==> src/hdl/fct_pkg.sv <==
package fct_pkg;

  localparam int TABLE_DEPTH = 32;
  localparam int COUNT_BITS  = 16;

  localparam int IDX_W  = (TABLE_DEPTH > 1) ? $clog2(TABLE_DEPTH) : 1;
  localparam int STEP_W = $clog2(TABLE_DEPTH + 1);

  localparam logic [COUNT_BITS-1:0] COUNT_MAX = '1;
  localparam logic [COUNT_BITS-1:0] COUNT_ONE = COUNT_BITS'(1);

  // Operation codes carried by the kind field.
  localparam logic [1:0] KIND_LOOKUP = 2'd0;
  localparam logic [1:0] KIND_INSERT = 2'd1;
  localparam logic [1:0] KIND_FLUSH  = 2'd2;

  typedef struct packed {
    logic [31:0] src_addr;
    logic [31:0] dst_addr;
    logic [7:0]  protocol;
    logic [15:0] src_port;
    logic [15:0] dst_port;
  } flow_key_t;

  typedef struct packed {
    flow_key_t             key;
    logic [COUNT_BITS-1:0] cnt;
    logic [15:0]           fref;
  } entry_t;

  typedef struct packed {
    logic                 wr_en;
    logic [IDX_W-1:0]     wr_idx;
    logic                 shift_en;
  } cell_ctrl_t;

endpackage

==> src/hdl/fct_cell.sv <==
module fct_cell (
  input  logic                    clk,
  input  logic [fct_pkg::IDX_W-1:0] cell_idx,
  input  fct_pkg::cell_ctrl_t     ctrl,
  input  fct_pkg::entry_t         wr_ent,
  input  fct_pkg::entry_t         shift_in,
  output fct_pkg::entry_t         ent
);

  fct_pkg::entry_t ent_r;
  fct_pkg::entry_t ent_nxt;
  logic            sel_wr;

  // A direct write lands only in the cell whose position matches the pointer;
  // otherwise the cell takes its neighbor's entry while the row rotates.
  assign sel_wr = ctrl.wr_en && (ctrl.wr_idx == cell_idx);

  always_comb begin
    ent_nxt = ent_r;
    if (sel_wr) begin
      ent_nxt = wr_ent;
    end else if (ctrl.shift_en) begin
      ent_nxt = shift_in;
    end
  end

  always_ff @(posedge clk) begin
    ent_r <= ent_nxt;
  end

  assign ent = ent_r;

endmodule

==> config.mk <==
export PLATFORM = sky130hd
export DESIGN_NAME = fct_cell
export DESIGN_NICKNAME = d
export VERILOG_FILES = /design/src/hdl/fct_pkg.sv /design/src/hdl/fct_cell.sv
export SDC_FILE = /design/constraint.sdc
export NUM_CORES = 1
export LEC_CHECK = 0
export ABC_AREA = 1
export BUFFER_PORTS_ARGS = -buffer_cell sky130_fd_sc_hd__buf_2
export CAP_MARGIN = 20
export CORE_AREA = 2 2 164 166
export CTS_BUF_LIST = sky130_fd_sc_hd__clkbuf_2 sky130_fd_sc_hd__clkbuf_4 sky130_fd_sc_hd__clkbuf_8
export DETAILED_ROUTE_END_ITERATION = 8
export DIE_AREA = 0 0 166 168
export GPL_TIMING_DRIVEN = 0
export PLACE_DENSITY = 0.64
export SETUP_SLACK_MARGIN = 0.3
export SLEW_MARGIN = 10
export SYNTH_ARGS = -nofsm -noshare
export SYNTH_HDL_FRONTEND = slang
export SYNTH_SLANG_ARGS = --single-unit
==> constraint.sdc <==
create_clock -name clk -period 4.95 [get_ports clk]
set_input_delay 0.99 -clock clk [delete_from_list [all_inputs] [get_ports clk]]
set_output_delay 0.99 -clock clk [all_outputs]
set_load 0.01 [all_outputs]
==> results.yml, run 1 <==
floorplan:
  num_rows: 60
  io_pins: 421
  die_y_um: 168
  die_w_um: 166
  initial_core_util_pct: 24.5
  dieArea_mm2: 0.0279
  core_area_mm2: 0.0264
placed_design:
  dp.cells: 1395
  io_buffers: 420
  dp_hpwl_um: 17800
  place_ws_ns: 1.63
  place_congestion: 0.910
final_layout:
  num_antenna_cells: 0
  area_delta_synth_final_pct: 45.6
  final_util_pct: 35.7
  largest_reg_flops: 136
  layout-drive-gt1-share_pct: 47.4
  fin_nets: 1358
  layoutNonFillerInstCount: 1427
  fillers: 2682
yosys:
  synth_seq_cells: 136
  synth_top_area_cell: "edfxtp_1"
  yosys.area_share.xor_xnor_pct: 0
  synth.avg_cell_area_um2: 10.2
  synth-simple-area-share_pct: 30.2
  synth_top_family_by_area: "simple AND/OR/NAND/NOR gates"
  synth_area_mm2: 0.00646
  syn_inst: 633
  synth_flop_cell: "edfxtp_1"
  synth-edff-count: 136
  synth_mux_area_share_pct: 0
  yosys_warnings: 0
  seq_area_frac_synth_pct: 63.2
  yosysMostFrequentCell: "nand2_1"
  synthAdderAreaFrac_pct: 0
  yosys-top-cells-area: "edfxtp_1, nand2_1, nand4_1, buf_2, buf_6"
  syn-num-nets: 918
  synth_top_area_share_pct: 63.2
  async_reset_ff_share_pct: 0
  synth_compound_gate_area_share_pct: 0
  yosys-top-cells-count: "nand2_1, edfxtp_1, nand4_1"
  yosysUniqueCellTypes: 10
routing:
  drtIter0Drc: 383
  drc: 0
  num_vias: 6491
  wire_per_inst_um: 16.3
  ant_nets: 0
  wirelength_um: 23300
  firstDrtPassIters: 5
  avgViaCountPerCell: 4.55
clock_tree:
  cts_buffers: 17
  clock-sinks: 136
  tritoncts: "yes"
  ctsHoldBuffers: 0
  post_cts_buffers: 0
  cts-root-buf: "clkbuf_8"
  path_clk_slew_ns: 0.10
  cts_htree_levels: 4
  clockBufferDepth: 2
  ctsResizeCount: 0
grt:
  grt_usage_pct: 15.9
  grt_max_degree: 71
  grt_pass1_vias: 6277
  met3_usage_pct: 4.91
  met2_usage_pct: 28.3
  grt_overflow_total: 0
  top_usage_layer: "met2"
  grt_antenna_before_repair: 1
  grt_pass1_wl_um: 34400
  grtUsageMet1_pct: 18.1
timing:
  hold_violations: 0
  relSlewSlack_pct: 63.1
  finalSetupViolCount: 0
  worst_slew_pin_slew_ns: 0.554
  setup-tns-final_ns: 0
  rsz0062_at_grt: "no"
  fin_ws_ns: 2.17
  slew_violations: 0
  finalCritPeriodShare_pct: 56.2
  holdWs_ns: 0.815
  period_needed_ns: 2.78
  max_freq_mhz: 359
hold_path:
  min_path_cells: 3
  hp-start: "shift_in[16]"
  hold_class: "in -> reg"
  hold_end: "ent[16]$_DFFE_PP_"
critical_path:
  start_kind: "primary input"
  worstPathRequired_ns: 5.03
  cp_max_fo: 70
  crit_type: "in -> reg"
  cp.arrival_ns: 2.87
  setup.worst_path.end_class: "flip-flop"
pwr:
  ir_worst_vdd_mv: 0.122
  power_density_mw_per_mm2: 302
  leakage_nw: 4.65
run:
  drv_cap: 0
outcome:
  status: "completed"
## final cells by class
cell class                 count  area, µm²  area share, %
multi-input combinational    428       1970           20.9
inverter                       9       33.8          0.359
sequential                   136       4080           43.4
tap                          341        427           4.54
buffer                        60        387           4.11
clock buffer                  19        249           2.65
timing repair buffer         421       2130           22.7
clock inverter                13        123           1.30
## per-stage QoR
step	cell area (µm²)	total power [mW]
3_5_place_dp	9030	1.97
5_1_grt	9400	2.98
3_3_place_gp	8990	1.97
6_report	9400	2.84
4_1_cts	9400	2.87
2_1_floorplan	6460	1.68
## layout by cell type, fill, tap and decap left out
cell / n
clkinv_1: 1
buf_6: 11
clkbuf_8: 17
buf_16: 1
inv_1: 9
bufinv_16: 1
edfxtp_1: 136
nor2_1: 4
nand3_1: 1
buf_4: 7
nand4_1: 136
inv_6: 3
clkbuf_4: 2
nand2_1: 284
nand2_8: 1
clkinv_4: 2
buf_2: 462
nor2_2: 2
clkinvlp_4: 6
## cells by family (layout without fill, tap and decap cells)
logic type,count (synthesis),count (layout)
AND/OR/NAND/NOR,428,428
buffers and inverters,69,522
flip-flops,136,136
## worst max-delay path by stage
stage / start / end / slack (ns) / depth (start not counted)
2_1_floorplan: cell_idx[2] / ent[0]$_DFFE_PP_ / 1.23 / 7
3_5_place_dp: ctrl[2] / ent[73]$_DFFE_PP_ / 1.63 / 10
4_1_cts: ctrl[2] / ent[84]$_DFFE_PP_ / 2.12 / 10
5_1_grt: ctrl[2] / ent[90]$_DFFE_PP_ / 2.00 / 10
6_report: ctrl[2] / ent[84]$_DFFE_PP_ / 2.17 / 10
3_3_place_gp: ctrl[2] / ent[66]$_DFFE_PP_ / 0.02 / 9
## per-layer routing
layer / share of wire [%] / vias up / wire, µm
met5: 0.052 / - / 12
met4: 2.5 / 2 / 573
met3: 8.5 / 35 / 1990
met2: 50 / 373 / 11700
met1: 39 / 2941 / 9010
li1: - / 3140 / -
## worst max-delay path: stages
cell and delay [ns]:
buf_2 0.09, inv_1 0.04, nand2_1 0.09, nand2_1 0.07
nor2_2 0.19, nand3_1 0.12, buf_2 0.20, buf_2 0.23
nand2_8 0.39, buf_16 0.35
## report_power, final
part / switching, mW / total, mW / internal, mW
Clock: 0.483 / 0.895 / 0.412
Combinational: 0.307 / 0.524 / 0.217
Sequential: 0.0259 / 1.42 / 1.39
Total: 0.816 / 2.84 / 2.02
Note: power is estimated with default switching activity, not from simulation.
==> run 2: changes to the inputs <==
Settings changed: PLACE_DENSITY 0.64 to 0.62.
Clock period 4.95 ns to 2.6 ns, I/O delays scaled along.
==> run 2 against run 1 <==
Against the previous run:
- combinational power up 93%
- hold slack worse by 0.47 ns
- sequential cell count unchanged
- power up 98%
- die area unchanged
- worst setup slack worse by 1.6 ns
- critical path depth down 1
- routed wire length up 3.6%
- core utilization up 0.25 points
- sequential power up 90%
- final cell count unchanged
- count of clock-buffer cells in the layout down 1
- critical endpoint is now ent[9]$_DFFE_PP_
- highest routed layer is now met4
==> results.yml, run 2 (synthesis results as in run 1) <==
outcome:
  status: "completed"
pwr:
  ir_worst_vdd_mv: 0.305
  leakage_nw: 4.70
  pwr-share-clk_pct: 33.9
  p_sw_mw: 1.58
  power_density_mw_per_mm2: 592
  pwr-share-comb_pct: 17.9
  p_seq_share_pct: 48.1
  swShare_pct: 28.1
  intPower_mw: 4.03
timing:
  slew_violations: 0
  finalSetupViolCount: 0
  rsz0062_at_grt: "no"
  hold_violations: 0
  finalCritPeriodShare_pct: 79.8
  max_freq_mhz: 482
  worst_slew_pin_slew_ns: 0.367
  period_needed_ns: 2.08
  relSlewSlack_pct: 75.5
final_layout:
  layout_common_cells: "buf_2, nand2_1, nand4_1, edfxtp_1, clkbuf_8"
  fillers: 2702
  layoutNonFillerInstCount: 1427
  fin_nets: 1359
  area_delta_synth_final_pct: 46.6
  num_antenna_cells: 0
  layout-drive-gt1-share_pct: 47.5
  largest_reg_flops: 136
  final_common_cell: "buf_2"
  final_util_pct: 35.9
routing:
  drtIter0Drc: 385
  avgViaCountPerCell: 4.53
  num_vias: 6461
  ant_nets: 0
  drc: 0
  firstDrtPassIters: 6
  wire_per_inst_um: 16.9
  wirelength_um: 24100
floorplan:
  die_y_um: 168
  initial_core_util_pct: 24.5
  die_w_um: 166
  num_rows: 60
  io_pins: 421
  core_area_mm2: 0.0264
  dieArea_mm2: 0.0279
clock_tree:
  clockBufferDepth: 2
  ctsHoldBuffers: 0
  ctsResizeCount: 0
  post_cts_buffers: 0
  cts_buffers: 17
  cts-root-buf: "clkbuf_8"
  clock-sinks: 136
  path_clk_slew_ns: 0.09
  tritoncts: "yes"
  cts_htree_levels: 4
placed_design:
  dp.cells: 1394
  io_buffers: 420
  dp_hpwl_um: 18000
  place_congestion: 1.01
grt:
  grt_antenna_before_repair: 0
  grt_max_degree: 137
  grt_usage_pct: 16.4
  grt_pass1_vias: 6315
  grt_overflow_total: 0
  grt_pass1_wl_um: 34900
critical_path:
  worstPathRequired_ns: 2.71
  crit_type: "in -> reg"
  cp_max_fo: 48
  slowest_delay_ns: 0.37
  setup.worst_path.end_class: "flip-flop"
  path_cells: "buf_2 > nor2_1 > nor2_1 > nor2_1 > nand3_1 > buf_2 > buf_2 > nand2_8 > clkbuf_16"
  cp.arrival_ns: 2.19
  critical_path.slowest_cell: "clkbuf_16"
  start_kind: "primary input"
hold_path:
  hold_class: "in -> reg"
  min_path_cells: 3
  hp-start: "shift_in[79]"
  hold_end: "ent[79]$_DFFE_PP_"
run:
  drv_cap: 0
-- run 2: changes by cell type in the layout (fill, tap and decap cells not counted) --
cell        change
bufinv_16       +2
clkbuf_4        -1
clkinvlp_4      -3
clkinv_2        +1
clkbuf_16       +1
inv_6           +1
clkinv_1        -1
-- run 2: worst max path at each step --
stage                           start           endpoint  slack [ns]
final                     cell_idx[2]   ent[9]$_DFFE_PP_        0.52
after global placement    cell_idx[2]  ent[57]$_DFFE_PP_       -0.13
after global routing      cell_idx[1]   ent[9]$_DFFE_PP_        0.42
after detailed placement  cell_idx[1]  ent[57]$_DFFE_PP_       -0.15
after floorplan           cell_idx[2]   ent[0]$_DFFE_PP_        0.46
after CTS                 cell_idx[1]  ent[40]$_DFFE_PP_        0.34
-- run 2: power by group through the flow --
stage                     Sequential, mW  Combinational (mW)  Clock [mW]
after floorplan                     2.87               0.332           0
after global placement              2.74               0.994           0
after detailed placement            2.75               0.997           0
after CTS                           2.71               0.998        1.98
after global routing                2.72                1.10        2.06
final                               2.70                1.01        1.90
-- run 2: area by class of cell --
| class | count | area (µm²) | share of cell area (%) |
|---|---|---|---|
| tap | 341 | 427 | 4.51 |
| multi-input combinational | 428 | 1970 | 20.8 |
| inverter | 9 | 33.8 | 0.357 |
| buffer | 60 | 387 | 4.08 |
| clock inverter | 13 | 170 | 1.80 |
| sequential | 136 | 4080 | 43.1 |
| timing repair buffer | 422 | 2150 | 22.8 |
| clock buffer | 18 | 241 | 2.55 |
-- run 2: per-layer routing --
layer / part of all wire (%) / vias to the layer above / global-route usage, %
met1: 39 / 2932 / 18.9
li1: - / 3151 / -
met4: 2.5 / 0 / 6.31
met5: 0 / - / 0
met3: 7.6 / 34 / 4.47
met2: 51 / 344 / 29.2
-- run 2: worst max-delay path: cells and delay by family --
kind | cells | cell delay [ns]
buffers and inverters | 4 | 0.94
AND/OR/NAND/NOR | 5 | 0.68
-- run 2: metrics by stage --
step	power (mW)	hold WS, ns	TNS (ns)	worst slack [ns]	cell area (µm²)
after global placement	3.74	0.792	-15.38	-0.129	9000
after detailed placement	3.75	0.796	-18.44	-0.150	9000
after floorplan	3.20	0.706	0	0.461	6470
after CTS	5.68	0.300	0	0.339	9410
final	5.61	0.345	0	0.524	9470
after global routing	5.88	0.295	0	0.420	9470
